[config.mk]
export PLATFORM = sky130hd
export DESIGN_NAME = pid_wall_follow_controller_top
export DESIGN_NICKNAME = d
export VERILOG_FILES = /design/src/rtl/pwfc_pkg.sv /design/src/rtl/pwfc_cfg_regs.sv /design/src/rtl/pwfc_serial_div.sv /design/src/rtl/pwfc_serial_mul.sv /design/src/rtl/pid_wall_follow_controller_top.sv
export SDC_FILE = /design/constraint.sdc
export NUM_CORES = 2
export LEC_CHECK = 0
export BUFFER_PORTS_ARGS = -buffer_cell sky130_fd_sc_hd__buf_4
export CAP_MARGIN = 25
export CORE_MARGIN = 2
export CORE_UTILIZATION = 40
export DETAILED_ROUTE_END_ITERATION = 10
export GPL_TIMING_DRIVEN = 0
export SLEW_MARGIN = 15
export SYNTH_ARGS = -nofsm -noshare
export SYNTH_HDL_FRONTEND = slang
export SYNTH_SLANG_ARGS = --single-unit
[constraint.sdc]
create_clock -name clk -period 9.4 [get_ports clk]
set_clock_uncertainty 0.15 [all_clocks]
set_input_delay 1.41 -clock clk [delete_from_list [all_inputs] [get_ports clk]]
set_output_delay 1.41 -clock clk [all_outputs]
set_load 0.01 [all_outputs]
[src/rtl/pwfc_pkg.sv]
// pwfc_pkg: shared widths, reset values, register indexes and the config bundle
// for the wall-following PID controller. No dependencies.
`timescale 1ns / 1ps
`default_nettype none

package pwfc_pkg;

  // proximity samples and the Q12.4 average
  localparam int IN_W        = 12;
  localparam int RAW_W       = 15;   // 3*front + front_side + side
  localparam int AVG_DVD_W   = 19;   // raw * 16
  localparam int AVG_W       = 16;   // floor(raw*16/5) <= 65520
  localparam int AVG_DIV     = 5;

  // error path
  localparam int ERR_W       = 18;   // signed Q12.4 error
  localparam int ERR_MAG_MAX = 65520;
  localparam int DIFF_MAG_MAX = 131040;
  localparam int DIFF_MAG_W  = 17;
  localparam int D_SCALE     = 1000;
  localparam int DER_DVD_W   = 27;   // |diff| * 1000
  localparam int I_SCALE     = 1000;

  // shared serial divider
  localparam int DIV_QW      = 63;   // widest dividend: gain * |integral|
  localparam int DIV_DW      = 10;   // holds 5, TICK_MS and 1000
  localparam int DIV_SW      = $clog2(DIV_QW + 1);

  // gains, integral and the correction sum
  localparam int GAIN_W      = 24;
  localparam int INTEG_W     = 40;
  localparam int IQ_W        = 55;   // signed gain*integral/1000
  localparam int SUM_W       = 56;
  localparam int DS_FRAC     = 16;
  localparam int SPD_W       = 16;
  localparam int SPD_CFG_W   = 15;
  localparam int DS_UNITY    = 4096; // 1.0 in Q4.12

  // mode tracking
  localparam int CNT_W       = 9;
  localparam int HOLD_W      = 8;

  // configuration port
  localparam int CFG_ADDR_W  = 3;
  localparam int CFG_DATA_W  = 24;

  localparam int TICK_MS_DEF = 64;

  typedef enum logic [CFG_ADDR_W-1:0] {
    REG_WALL_TARGET    = 3'd0,
    REG_PROX_THRESHOLD = 3'd1,
    REG_HOLD_TICKS     = 3'd2,
    REG_CRUISE_SPEED   = 3'd3,
    REG_WALL_SPEED     = 3'd4,
    REG_P_GAIN         = 3'd5,
    REG_D_GAIN         = 3'd6,
    REG_I_GAIN         = 3'd7
  } cfg_idx_t;

  typedef struct packed {
    logic [IN_W-1:0]      wall_target;
    logic [IN_W-1:0]      prox_threshold;
    logic [HOLD_W-1:0]    hold_ticks;
    logic [SPD_CFG_W-1:0] cruise_speed;
    logic [SPD_CFG_W-1:0] wall_speed;
    logic [GAIN_W-1:0]    p_gain;
    logic [GAIN_W-1:0]    d_gain;
    logic [GAIN_W-1:0]    i_gain;
  } cfg_t;

  localparam logic [IN_W-1:0]      RST_WALL_TARGET    = 12'd700;
  localparam logic [IN_W-1:0]      RST_PROX_THRESHOLD = 12'd50;
  localparam logic [HOLD_W-1:0]    RST_HOLD_TICKS     = 8'd10;
  localparam logic [SPD_CFG_W-1:0] RST_CRUISE_SPEED   = 15'd8192;
  localparam logic [SPD_CFG_W-1:0] RST_WALL_SPEED     = 15'd12288;
  localparam logic [GAIN_W-1:0]    RST_P_GAIN         = 24'd26844;
  localparam logic [GAIN_W-1:0]    RST_D_GAIN         = 24'd9395;
  localparam logic [GAIN_W-1:0]    RST_I_GAIN         = 24'd2983;

endpackage

`default_nettype wire

[src/rtl/pwfc_cfg_regs.sv]
// pwfc_cfg_regs: configuration register file, written through a plain write port.
// Depends on pwfc_pkg.
`timescale 1ns / 1ps
`default_nettype none

module pwfc_cfg_regs (
  input  wire logic                             clk,
  input  wire logic                             rst,
  input  wire logic                             cfg_we,
  input  wire logic [pwfc_pkg::CFG_ADDR_W-1:0]  cfg_addr,
  input  wire logic [pwfc_pkg::CFG_DATA_W-1:0]  cfg_data,
  output pwfc_pkg::cfg_t                        cfg
);

  pwfc_pkg::cfg_t regs;

  assign cfg = regs;

  always_ff @(posedge clk) begin
    if (rst) begin
      regs.wall_target    <= pwfc_pkg::RST_WALL_TARGET;
      regs.prox_threshold <= pwfc_pkg::RST_PROX_THRESHOLD;
      regs.hold_ticks     <= pwfc_pkg::RST_HOLD_TICKS;
      regs.cruise_speed   <= pwfc_pkg::RST_CRUISE_SPEED;
      regs.wall_speed     <= pwfc_pkg::RST_WALL_SPEED;
      regs.p_gain         <= pwfc_pkg::RST_P_GAIN;
      regs.d_gain         <= pwfc_pkg::RST_D_GAIN;
      regs.i_gain         <= pwfc_pkg::RST_I_GAIN;
    end else if (cfg_we) begin
      // values are truncated to the register width
      case (pwfc_pkg::cfg_idx_t'(cfg_addr))
        pwfc_pkg::REG_WALL_TARGET:    regs.wall_target    <= cfg_data[pwfc_pkg::IN_W-1:0];
        pwfc_pkg::REG_PROX_THRESHOLD: regs.prox_threshold <= cfg_data[pwfc_pkg::IN_W-1:0];
        pwfc_pkg::REG_HOLD_TICKS:     regs.hold_ticks     <= cfg_data[pwfc_pkg::HOLD_W-1:0];
        pwfc_pkg::REG_CRUISE_SPEED:   regs.cruise_speed   <= cfg_data[pwfc_pkg::SPD_CFG_W-1:0];
        pwfc_pkg::REG_WALL_SPEED:     regs.wall_speed     <= cfg_data[pwfc_pkg::SPD_CFG_W-1:0];
        pwfc_pkg::REG_P_GAIN:         regs.p_gain         <= cfg_data[pwfc_pkg::GAIN_W-1:0];
        pwfc_pkg::REG_D_GAIN:         regs.d_gain         <= cfg_data[pwfc_pkg::GAIN_W-1:0];
        pwfc_pkg::REG_I_GAIN:         regs.i_gain         <= cfg_data[pwfc_pkg::GAIN_W-1:0];
        default: ;
      endcase
    end
  end

endmodule

`default_nettype wire

[src/rtl/pwfc_serial_div.sv]
// pwfc_serial_div: unsigned restoring divider, one quotient bit per cycle.
// Dividend arrives left-aligned; when done pulses the quotient sits in the low bits.
`timescale 1ns / 1ps
`default_nettype none

module pwfc_serial_div #(
  parameter int QW = pwfc_pkg::DIV_QW,
  parameter int DW = pwfc_pkg::DIV_DW
) (
  input  wire logic                      clk,
  input  wire logic                      rst,
  input  wire logic                      start,
  input  wire logic [QW-1:0]             dividend,
  input  wire logic [DW-1:0]             divisor,
  input  wire logic [$clog2(QW+1)-1:0]   steps,
  output logic                           done,
  output logic [QW-1:0]                  quotient
);

  localparam int SW = $clog2(QW + 1);

  logic [QW-1:0] quo;
  logic [DW-1:0] rem;
  logic [DW-1:0] dvs;
  logic [SW-1:0] cnt;
  logic          busy;

  logic [DW:0]   trial;
  logic [DW:0]   tdiff;
  logic          ge;
  logic [DW-1:0] rem_next;

  assign trial    = {rem, quo[QW-1]};
  assign tdiff    = trial - {1'b0, dvs};
  assign ge       = (trial >= {1'b0, dvs});
  assign rem_next = ge ? tdiff[DW-1:0] : trial[DW-1:0];
  assign quotient = quo;

  always_ff @(posedge clk) begin
    if (rst) begin
      busy <= 1'b0;
      done <= 1'b0;
      cnt  <= '0;
    end else begin
      done <= 1'b0;
      if (start) begin
        busy <= 1'b1;
        cnt  <= steps;
      end else if (busy) begin
        cnt <= cnt - SW'(1);
        if (cnt == SW'(1)) begin
          busy <= 1'b0;
          done <= 1'b1;
        end
      end
    end
  end

  always_ff @(posedge clk) begin
    if (start) begin
      quo <= dividend;
      rem <= '0;
      dvs <= divisor;
    end else if (busy) begin
      quo <= {quo[QW-2:0], ge};
      rem <= rem_next;
    end
  end

endmodule

`default_nettype wire

[src/rtl/pwfc_serial_mul.sv]
// pwfc_serial_mul: shift-add multiplier, signed multiplicand times unsigned multiplier,
// one multiplier bit per cycle from the top bit down. No package dependency.
`timescale 1ns / 1ps
`default_nettype none

module pwfc_serial_mul #(
  parameter int AW = 18,
  parameter int BW = 24
) (
  input  wire logic                  clk,
  input  wire logic                  rst,
  input  wire logic                  start,
  input  wire logic signed [AW-1:0]  mcand,
  input  wire logic [BW-1:0]         mplr,
  output logic                       done,
  output logic signed [AW+BW-1:0]    prod
);

  localparam int PW = AW + BW;
  localparam int SW = $clog2(BW + 1);

  logic signed [AW-1:0] a_r;
  logic [BW-1:0]        bsh;
  logic signed [PW-1:0] acc;
  logic [SW-1:0]        cnt;
  logic                 busy;
  logic signed [PW-1:0] addend;

  assign addend = bsh[BW-1] ? PW'(a_r) : PW'(0);
  assign prod   = acc;

  always_ff @(posedge clk) begin
    if (rst) begin
      busy <= 1'b0;
      done <= 1'b0;
      cnt  <= '0;
    end else begin
      done <= 1'b0;
      if (start) begin
        busy <= 1'b1;
        cnt  <= SW'(BW);
      end else if (busy) begin
        cnt <= cnt - SW'(1);
        if (cnt == SW'(1)) begin
          busy <= 1'b0;
          done <= 1'b1;
        end
      end
    end
  end

  // Horner form: acc = 2*acc + bit*a
  always_ff @(posedge clk) begin
    if (start) begin
      a_r <= mcand;
      bsh <= mplr;
      acc <= '0;
    end else if (busy) begin
      bsh <= {bsh[BW-2:0], 1'b0};
      acc <= (acc <<< 1) + addend;
    end
  end

endmodule

`default_nettype wire

[src/rtl/pid_wall_follow_controller_top.sv]
// pid_wall_follow_controller_top: wall-following PID controller, sequencer and datapath.
// Depends on pwfc_pkg, pwfc_cfg_regs, pwfc_serial_div and pwfc_serial_mul.
//
// Usage
//  One input word per control tick on s_*: the four right-side proximity samples.
//  One result word per input word on m_*: wheel speeds and correction in tdata,
//  mode and PID-step flags in tuser.
//  Registers are written on cfg_* (enable, index, data) while the block is idle.
// Timing
//  Items are handled one at a time. The time from acceptance to result is set by the
//  shared bit-serial divider (19 steps for the average, 27 for the derivative, 63 for
//  the integral term) and the 24-step serial gain multipliers.
//  s_tready is high only while the sequencer is idle.
// Reset
//  rst (synchronous) restores register defaults, cruise mode, zero hold count,
//  zero previous error and zero integral, and empties the output register.
// Back-pressure
//  The result sits in an output register; the next word can be accepted and worked on
//  while it waits. A finished result holds in the sequencer until the register frees.
`timescale 1ns / 1ps
`default_nettype none

module pid_wall_follow_controller_top #(
  parameter int TICK_MS = pwfc_pkg::TICK_MS_DEF
) (
  input  wire logic                             clk,
  input  wire logic                             rst,
  // fields low to high: prox_front, prox_front_side, prox_side, prox_back
  input  wire logic [47:0]                      s_tdata,
  input  wire logic                             s_tvalid,
  output logic                                  s_tready,
  // fields low to high: left_speed, right_speed, correction
  output logic [47:0]                           m_tdata,
  // fields low to high: pid_mode, pid_applied
  output logic [1:0]                            m_tuser,
  output logic                                  m_tvalid,
  input  wire logic                             m_tready,
  input  wire logic                             cfg_we,
  input  wire logic [pwfc_pkg::CFG_ADDR_W-1:0]  cfg_addr,
  input  wire logic [pwfc_pkg::CFG_DATA_W-1:0]  cfg_data
);

  // widths that follow from the tick length
  localparam int DER_MAG_W = $clog2(pwfc_pkg::DIFF_MAG_MAX * pwfc_pkg::D_SCALE / TICK_MS + 1);
  localparam int DERIV_W   = DER_MAG_W + 1;
  localparam int INC_W     = $clog2(pwfc_pkg::ERR_MAG_MAX * TICK_MS + 1) + 1;
  localparam int QW        = pwfc_pkg::DIV_QW;
  localparam int DW        = pwfc_pkg::DIV_DW;
  localparam int SW        = pwfc_pkg::DIV_SW;
  localparam int GW        = pwfc_pkg::GAIN_W;
  localparam int IW        = pwfc_pkg::INTEG_W;
  localparam int EW        = pwfc_pkg::ERR_W;
  localparam int SAT_W     = pwfc_pkg::SUM_W - pwfc_pkg::DS_FRAC;
  localparam int PW_P      = EW + GW;
  localparam int PW_D      = DERIV_W + GW;
  localparam int PW_I      = IW + 1 + GW;

  typedef enum logic [14:0] {
    S_IDLE  = 15'b000000000000001,
    S_AVG   = 15'b000000000000010,
    S_MODE  = 15'b000000000000100,
    S_ERR   = 15'b000000000001000,
    S_DIFF  = 15'b000000000010000,
    S_DERIV = 15'b000000000100000,
    S_MULGO = 15'b000000001000000,
    S_MUL   = 15'b000000010000000,
    S_IGO   = 15'b000000100000000,
    S_IDIV  = 15'b000001000000000,
    S_SUM1  = 15'b000010000000000,
    S_SUM2  = 15'b000100000000000,
    S_DSAT  = 15'b001000000000000,
    S_SPEED = 15'b010000000000000,
    S_OUT   = 15'b100000000000000
  } state_t;

  function automatic logic signed [pwfc_pkg::SPD_W-1:0] sat_spd(input logic signed [SAT_W-1:0] v);
    logic signed [pwfc_pkg::SPD_W-1:0] r;
    if (v > SAT_W'(32767))       r = 16'sh7FFF;
    else if (v < -SAT_W'(32768)) r = 16'sh8000;
    else                         r = v[pwfc_pkg::SPD_W-1:0];
    return r;
  endfunction

  state_t state;
  pwfc_pkg::cfg_t cfg;

  // model state
  logic                           follow_mode;
  logic [pwfc_pkg::CNT_W-1:0]     below_count;
  logic signed [EW-1:0]           prev_error;
  logic signed [IW-1:0]           integ;

  // working registers
  logic [pwfc_pkg::AVG_W-1:0]     avg_r;
  logic signed [EW-1:0]           err_r;
  logic                           diff_neg_r;
  logic signed [INC_W-1:0]        incr_r;
  logic signed [DERIV_W-1:0]      deriv_r;
  logic signed [pwfc_pkg::IQ_W-1:0]  iq_r;
  logic signed [pwfc_pkg::SUM_W-1:0] s1_r;
  logic signed [pwfc_pkg::SUM_W-1:0] sum_r;
  logic signed [pwfc_pkg::SPD_W-1:0] ds_r;

  // result staging
  logic signed [pwfc_pkg::SPD_W-1:0] res_left, res_right, res_corr;
  logic                              res_mode, res_applied;

  // shared divider
  logic            div_start, div_done;
  logic [QW-1:0]   div_dividend, div_quo;
  logic [DW-1:0]   div_divisor;
  logic [SW-1:0]   div_steps;

  // gain lanes
  logic                  mul_start, p_done, d_done, i_done, mul_done;
  logic signed [PW_P-1:0] p_prod;
  logic signed [PW_D-1:0] d_prod;
  logic signed [PW_I-1:0] i_prod;
  logic [IW-1:0]          integ_mag;

  // average
  logic [pwfc_pkg::RAW_W-1:0]     raw;
  logic [pwfc_pkg::AVG_DVD_W-1:0] avg_dvd;

  // mode decision
  logic [pwfc_pkg::AVG_W-1:0]     thr;
  logic                           below, above;
  logic                           mode_next;
  logic [pwfc_pkg::CNT_W-1:0]     cnt_next;

  // derivative dividend
  logic signed [EW:0]              diff;
  logic [EW:0]                     diff_abs;
  logic [pwfc_pkg::DER_DVD_W-1:0]  der_dvd;

  // integral update
  logic signed [IW:0]              isum;
  logic signed [IW-1:0]            integ_next;

  // correction and speeds
  logic signed [SAT_W-1:0]         ds_q;
  logic                            ds_big;
  logic signed [pwfc_pkg::SPD_W:0] base17, right17, left17;

  logic out_load;

  pwfc_cfg_regs u_cfg (
    .clk      (clk),
    .rst      (rst),
    .cfg_we   (cfg_we),
    .cfg_addr (cfg_addr),
    .cfg_data (cfg_data),
    .cfg      (cfg)
  );

  assign s_tready = (state == S_IDLE);

  // weights 3,1,1,0; back sample is not used
  assign raw = pwfc_pkg::RAW_W'({s_tdata[11:0], 1'b0}) + pwfc_pkg::RAW_W'(s_tdata[11:0])
             + pwfc_pkg::RAW_W'(s_tdata[23:12]) + pwfc_pkg::RAW_W'(s_tdata[35:24]);
  assign avg_dvd = {raw, 4'b0000};

  assign diff     = (EW+1)'(err_r) - (EW+1)'(prev_error);
  assign diff_abs = diff[EW] ? (EW+1)'(-diff) : (EW+1)'(diff);
  assign der_dvd  = pwfc_pkg::DER_DVD_W'(diff_abs[pwfc_pkg::DIFF_MAG_W-1:0])
                  * pwfc_pkg::DER_DVD_W'(pwfc_pkg::D_SCALE);

  always_comb begin
    div_start    = 1'b0;
    div_dividend = {avg_dvd, {(QW - pwfc_pkg::AVG_DVD_W){1'b0}}};
    div_divisor  = DW'(pwfc_pkg::AVG_DIV);
    div_steps    = SW'(pwfc_pkg::AVG_DVD_W);
    case (state)
      S_IDLE: begin
        div_start = s_tvalid;
      end
      S_DIFF: begin
        div_start    = 1'b1;
        div_dividend = {der_dvd, {(QW - pwfc_pkg::DER_DVD_W){1'b0}}};
        div_divisor  = DW'(TICK_MS);
        div_steps    = SW'(pwfc_pkg::DER_DVD_W);
      end
      S_IGO: begin
        div_start    = 1'b1;
        div_dividend = i_prod[QW-1:0];
        div_divisor  = DW'(pwfc_pkg::I_SCALE);
        div_steps    = SW'(QW);
      end
      default: ;
    endcase
  end

  pwfc_serial_div #(.QW(QW), .DW(DW)) u_div (
    .clk      (clk),
    .rst      (rst),
    .start    (div_start),
    .dividend (div_dividend),
    .divisor  (div_divisor),
    .steps    (div_steps),
    .done     (div_done),
    .quotient (div_quo)
  );

  // i-term works on |integral|; the sign is put back after the /1000
  assign integ_mag = integ[IW-1] ? IW'(-integ) : IW'(integ);
  assign mul_start = (state == S_MULGO);
  assign mul_done  = p_done & d_done & i_done;

  pwfc_serial_mul #(.AW(EW), .BW(GW)) u_mul_p (
    .clk (clk), .rst (rst), .start (mul_start),
    .mcand (err_r), .mplr (cfg.p_gain), .done (p_done), .prod (p_prod)
  );

  pwfc_serial_mul #(.AW(DERIV_W), .BW(GW)) u_mul_d (
    .clk (clk), .rst (rst), .start (mul_start),
    .mcand (deriv_r), .mplr (cfg.d_gain), .done (d_done), .prod (d_prod)
  );

  pwfc_serial_mul #(.AW(IW + 1), .BW(GW)) u_mul_i (
    .clk (clk), .rst (rst), .start (mul_start),
    .mcand ($signed({1'b0, integ_mag})), .mplr (cfg.i_gain), .done (i_done), .prod (i_prod)
  );

  // presence and hold-off count
  assign thr   = {cfg.prox_threshold, 4'b0000};
  assign below = (avg_r < thr);
  assign above = (avg_r > thr);

  always_comb begin
    mode_next = 1'b1;
    cnt_next  = '0;
    if (below) begin
      mode_next = follow_mode;
      cnt_next  = below_count + pwfc_pkg::CNT_W'(1);
      if (below_count > pwfc_pkg::CNT_W'(cfg.hold_ticks)) begin
        mode_next = 1'b0;
        cnt_next  = '0;
      end
    end
  end

  // integral += err*TICK_MS, clamped to 40 bits
  assign isum = (IW+1)'(integ) + (IW+1)'(incr_r);
  always_comb begin
    integ_next = isum[IW-1:0];
    if (isum[IW] != isum[IW-1]) integ_next = isum[IW] ? {1'b1, {(IW-1){1'b0}}}
                                                      : {1'b0, {(IW-1){1'b1}}};
  end

  // sum/65536 rounded toward zero
  assign ds_q = sum_r[pwfc_pkg::SUM_W-1:pwfc_pkg::DS_FRAC]
              + SAT_W'(sum_r[pwfc_pkg::SUM_W-1] && (|sum_r[pwfc_pkg::DS_FRAC-1:0]));

  assign ds_big  = (ds_r > 16'(pwfc_pkg::DS_UNITY)) || (ds_r < -16'(pwfc_pkg::DS_UNITY));
  assign base17  = ds_big ? 17'sd0 : $signed({2'b00, cfg.wall_speed});
  assign right17 = base17 + 17'(ds_r);
  assign left17  = base17 - 17'(ds_r);

  assign out_load = (state == S_OUT) && (!m_tvalid || m_tready);

  // sequencer and model state
  always_ff @(posedge clk) begin
    if (rst) begin
      state       <= S_IDLE;
      follow_mode <= 1'b0;
      below_count <= '0;
      prev_error  <= '0;
      integ       <= '0;
    end else begin
      case (state)
        S_IDLE:  if (s_tvalid) state <= S_AVG;
        S_AVG:   if (div_done) state <= S_MODE;
        S_MODE: begin
          follow_mode <= mode_next;
          below_count <= cnt_next;
          state       <= (mode_next && above) ? S_ERR : S_OUT;
        end
        S_ERR:   state <= S_DIFF;
        S_DIFF: begin
          prev_error <= err_r;
          state      <= S_DERIV;
        end
        S_DERIV: begin
          if (div_done) begin
            integ <= integ_next;
            state <= S_MULGO;
          end
        end
        S_MULGO: state <= S_MUL;
        S_MUL:   if (mul_done) state <= S_IGO;
        S_IGO:   state <= S_IDIV;
        S_IDIV:  if (div_done) state <= S_SUM1;
        S_SUM1:  state <= S_SUM2;
        S_SUM2:  state <= S_DSAT;
        S_DSAT:  state <= S_SPEED;
        S_SPEED: state <= S_OUT;
        S_OUT:   if (out_load) state <= S_IDLE;
        default: state <= S_IDLE;
      endcase
    end
  end

  // datapath registers
  always_ff @(posedge clk) begin
    case (state)
      S_AVG: begin
        if (div_done) avg_r <= div_quo[pwfc_pkg::AVG_W-1:0];
      end
      S_MODE: begin
        res_mode    <= mode_next;
        res_applied <= 1'b0;
        res_corr    <= '0;
        if (!mode_next) begin
          res_left  <= $signed({1'b0, cfg.cruise_speed});
          res_right <= $signed({1'b0, cfg.cruise_speed});
        end else begin
          // following but not above threshold: wheels stopped
          res_left  <= '0;
          res_right <= '0;
        end
      end
      S_ERR: begin
        err_r <= $signed({2'b00, avg_r}) - $signed({2'b00, cfg.wall_target, 4'b0000});
      end
      S_DIFF: begin
        diff_neg_r <= diff[EW];
        incr_r     <= INC_W'(err_r) * INC_W'(TICK_MS);
      end
      S_DERIV: begin
        if (div_done) begin
          deriv_r <= diff_neg_r ? -$signed({1'b0, div_quo[DER_MAG_W-1:0]})
                                :  $signed({1'b0, div_quo[DER_MAG_W-1:0]});
        end
      end
      S_IDIV: begin
        if (div_done) begin
          iq_r <= integ[IW-1] ? -$signed({1'b0, div_quo[pwfc_pkg::IQ_W-2:0]})
                              :  $signed({1'b0, div_quo[pwfc_pkg::IQ_W-2:0]});
        end
      end
      S_SUM1:  s1_r  <= pwfc_pkg::SUM_W'(p_prod) + pwfc_pkg::SUM_W'(d_prod);
      S_SUM2:  sum_r <= s1_r + pwfc_pkg::SUM_W'(iq_r);
      S_DSAT:  ds_r  <= sat_spd(ds_q);
      S_SPEED: begin
        res_right   <= sat_spd(SAT_W'(right17));
        res_left    <= sat_spd(SAT_W'(left17));
        res_corr    <= ds_r;
        res_applied <= 1'b1;
      end
      default: ;
    endcase
  end

  // output register
  always_ff @(posedge clk) begin
    if (rst) begin
      m_tvalid <= 1'b0;
    end else if (out_load) begin
      m_tvalid <= 1'b1;
    end else if (m_tready) begin
      m_tvalid <= 1'b0;
    end
  end

  always_ff @(posedge clk) begin
    if (out_load) begin
      m_tdata <= {res_corr, res_right, res_left};
      m_tuser <= {res_applied, res_mode};
    end
  end

  // a PID step only runs in following mode
  a_applied_needs_mode: assert property (@(posedge clk) disable iff (rst)
    m_tvalid && m_tuser[1] |-> m_tuser[0])
    else $error("pid_applied set outside following mode");

  // no correction is reported without a PID step
  a_corr_zero: assert property (@(posedge clk) disable iff (rst)
    m_tvalid && !m_tuser[1] |-> m_tdata[47:32] == 16'h0000)
    else $error("correction non-zero without PID step");

  // cruise mode drives both wheels alike
  a_cruise_equal: assert property (@(posedge clk) disable iff (rst)
    m_tvalid && !m_tuser[0] |-> m_tdata[15:0] == m_tdata[31:16])
    else $error("cruise speeds differ");

  // an accepted word takes the sequencer out of idle
  a_one_at_a_time: assert property (@(posedge clk) disable iff (rst)
    s_tvalid && s_tready |=> !s_tready)
    else $error("second word accepted while busy");

endmodule

`default_nettype wire
==> flow_results.org <==
** Setup path
- By startpoint and endpoint, the worst setup path is classified as reg2reg.
- The worst setup path is captured at a flop.
- STA puts the critical path data required time at 9.70 ns.
- Setup crit start kind :: flop
- Cell at the slowest stage of the critical path :: edfxtp_1
- Critical-path maximum fanout :: 10
- Stage delay of the slowest cell on the critical path :: 0.67 ns
- Among cell families on the critical path, the largest total delay comes from compound AO/OA/AOI/OAI gates.
- Data on the critical path arrives at its endpoint at 8.91 ns.
- Buf/Inv on CP :: 5

** Routing
- Number of DRC markers in iteration 0 :: 3,681
- Total number of vias :: 48,400
- Final wirelength :: 181,000 um
- First-pass iteration count of the detailed router :: 6
- After detailed routing, the number of remaining DRC violations is 0.
- Post-detailed-route via-to-cell ratio :: 5.62
- In this run the remaining antenna-violating nets after routing total 0.
- Dividing the detail-routed wire length by the instance count gives 21.1 um.

** STA
- Fmax :: 0.116 GHz
- Minimum clock period after layout :: 8.61 ns
- Measured against its own limit, the worst slew margin works out to 0.249.
- Setup violations remaining at the end of the flow were counted as 0.
- Setup slack closes at 0.791 ns.
- For the pin with the worst max-slew slack, the measured transition is 1.12 ns.
- The final count of hold timing violations was 0.
- Summed over all failing endpoints, the final setup total negative slack is 0 ns.
- Period utilisation layout :: 0.916
- The count of final max-slew check failures is 0.
- Unrepaired setup endpoints after global routing :: false

** Synth
- Synth cell types :: 96
- For this run, the register share of the synthesized area comes to 0.418.
- Mapped Nets :: 6,909
- Count of flip-flops with a built-in enable after synthesis :: 560
- Of the total synthesized cell area, the portion taken by XOR and XNOR cells is 0.0714.
- Area fraction in and, or, nand and nor cells after synthesis :: 0.168
- Post-Syn Area :: 59,500 um^2
- Average cell area after synthesis :: 9.40 um^2
- Post-synth top flop :: edfxtp_1
- Gate count of the mapped netlist :: 6,330
- Yosys top cell by area :: edfxtp_1
- Share of synthesized cell area in full adder, half adder and majority cells :: 0.116
- For this run, asynchronously set or reset flops after synthesis account for 0.
- Yosys warnings :: 0
- In this run, synthesis produced a sequential element count of 962.
- The compound-cell area share of the yosys netlist was 0.176.
- After synthesis, the largest family of logic cells by area is compound AO/OA/AOI/OAI gates.
- Measured against the total synthesized area, the mux share comes to 0.0160.
- nand2_1 is the most common cell in the netlist.
- Leading post-synthesis cells by cell area :: edfxtp_1 28%, dfxtp_1 14%, ha_1 8.8%
- Area fraction of the dominant cell type after synthesis :: 0.282
- By count the netlist is led by 884 x nand2_1, 560 x edfxtp_1, 479 x a21oi_1.

** Clock tree
- Clock latency on the worst-skew pair, taken at its later pin, is 0.75 ns.
- TritonCTS built the clock tree.
- Buffers inserted to repair hold after CTS numbered 0.
- Clock-pin slew was measured on the worst setup and hold paths at 0.06 ns.
- In this run the number of H-tree levels came out at 3.
- Counting the buffers created by CTS gives 108.
- The tree built by TritonCTS fans out to 962 sinks.
- Clk Tree Root Cell :: clkbuf_16
- Number of buffers on the longest clock path :: 3

** Placement
- Including well taps, the total number of placed cells is 8,386.
- The congestion estimate from routability-driven global placement came to 0.941.
- Once detailed placement completed, the half-perimeter wirelength came to 141,000 um.
- Timing analysis after detailed placement gives a worst setup slack of 0.624 ns.
- Input/output buffers :: 109

** Layout
- Of the cells placed in the final design, the portion with a size suffix greater than 1 is 0.0636.
- Filler cell count in the final layout :: 14,200
- Synthesis-to-layout area growth :: 12.5%
- Finished Core Util :: 0.453
- Summing all flip-flop and latch instances after layout gives 24,900 um^2.
- The multi-input combinational cells in the finished layout cover a total of 32,600 um^2.
- Layout Cells excl Fill :: 8,600
- For this run, the post-layout net count is 7,151.

** Power and ir drop
- Peak supply drop :: 0.154 mV
- Static power due to leakage :: 0.0267 uW
- Pwr per Cell Area :: 151 nW/um^2

** Floorplanning
- Standard-cell row count :: 141
- Count of pins on the block boundary :: 132
- Height of the die :: 390 um
- For this configuration, the core starts out at a cell density of 0.403.
- In this run the standard cell core region covers 148,000 um^2.
- The floorplan step defined a die boundary enclosing 152,000 um^2.
- In this run the horizontal extent of the chip is 390 um.

** Global route
- Met2 track utilization from global routing :: 0.381
- Entering global routing, the biggest net connects 57 pins.
- Met3 layer usage reported by global route :: 0.0295
- The layer flagged by global routing as most heavily used is met2.
- GRT Resource Usage Total :: 0.233
- Remaining global-route overflow :: 0
- The via count of the first global-routing pass is 46,300.
- The initial antenna violation count is 11.
- For met1 alone, demand over resource in global routing was 0.311.
- The first global-routing pass estimated 275,000 um of wire.

** Min path
- The path class of the tightest hold or removal check is reg2reg.

** Status
- Result of the run :: completed

** Flow run
- The tool flagged a number of max-cap violations equal to 0.
==> registers in the layout, summed over array words and instances (netlist names), 35 cells and up <==
name            cells
integ              35
iq_r               55
m_tdata            48
s1_r               47
sum_r              56
u_cfg.cfg         134
u_div.quotient     63
u_mul_d.prod       46
u_mul_i.a_r        36
u_mul_i.prod       63
u_mul_p.prod       42
==> power by group <==
part	internal [uW]	total, uW	leakage (uW)	switching, uW
clock network	2570	4450	0.00181	1880
logic	364	883	0.0164	519
registers	4610	4760	0.00843	152
total	7550	10100	0.0267	2550
==> per-layer routing <==
layer | up-vias | wire length, um
met4 | 0 | 7790
li1 | 23300 | -
met5 | - | 0
met2 | 1461 | 83600
met1 | 23300 | 79600
met3 | 316 | 10000
==> cells by family (layout without fill, tap and decap cells) <==
family,count (synthesis),count (layout)
xor+xnor,483,483
mux,94,94
compound gates,1612,1612
simple gates,2119,2119
other cells,0,5
flops,962,962
fa+ha+maj,505,505
buf+inv,555,890
==> stage by stage <==
step	hold WS [ns]	area [um^2]	total power, uW
finish	0.218	67000	10100
global route	0.233	67000	10400
CTS	0.222	66900	10200
detailed placement	0.255	63100	5730
global placement	0.254	62800	5710
floorplan	0.250	59500	5400
==> path summary, 6_finish.rpt <==
| path | start | to | slack (ns) | cells past startpoint |
|---|---|---|---|---|
| hold / removal | avg_r[0] | err_r[0] | 0.22 | 0 |
| setup reg to reg | err_r[8] | u_div.quotient[60] | 0.79 | 27 |
| setup / recovery | err_r[8] | u_div.quotient[60] | 0.79 | 27 |
| hold reg to reg | avg_r[0] | err_r[0] | 0.22 | 0 |
==> timing repair <==
item | 4_1_cts | 5_1_grt
setup buffers | 0 | 0
setup endpoints to repair | 0 | 5
gates resized for setup | 0 | 2
==> cell type report <==
cell class	count	share of cell area
multi-input combinational	4813	0.487
buffer	267	0.0155
tap	1930	0.0361
inverter	288	0.0162
clock buffer	131	0.0430
timing repair buffer	132	0.0172
sequential	962	0.371
antenna	5	0.000187
clock inverter	72	0.0135
==> layout by cell type (no fill, tap or decap), drive strengths merged, types with 19 or more instances in the layout <==
cell / count
nor3: 79
a22o: 40
a21boi: 19
fa: 80
nor4: 37
o21a: 64
edfxtp: 560
and3: 53
nor2: 414
mux2i: 87
or2: 30
xor2: 131
ha: 419
xnor2: 352
a21oi: 480
nand2: 884
clkinv: 42
o211ai: 56
dfxtp: 402
o21bai: 44
and2: 117
o41ai: 27
a21o: 200
buf: 149
a211oi: 105
or4: 25
nand2b: 76
nand4: 53
o31ai: 39
or3: 47
clkbuf: 380
nand3: 161
nor2b: 56
o21ai: 303
a31oi: 46
inv: 294
(Power assumes the default switching activity.)
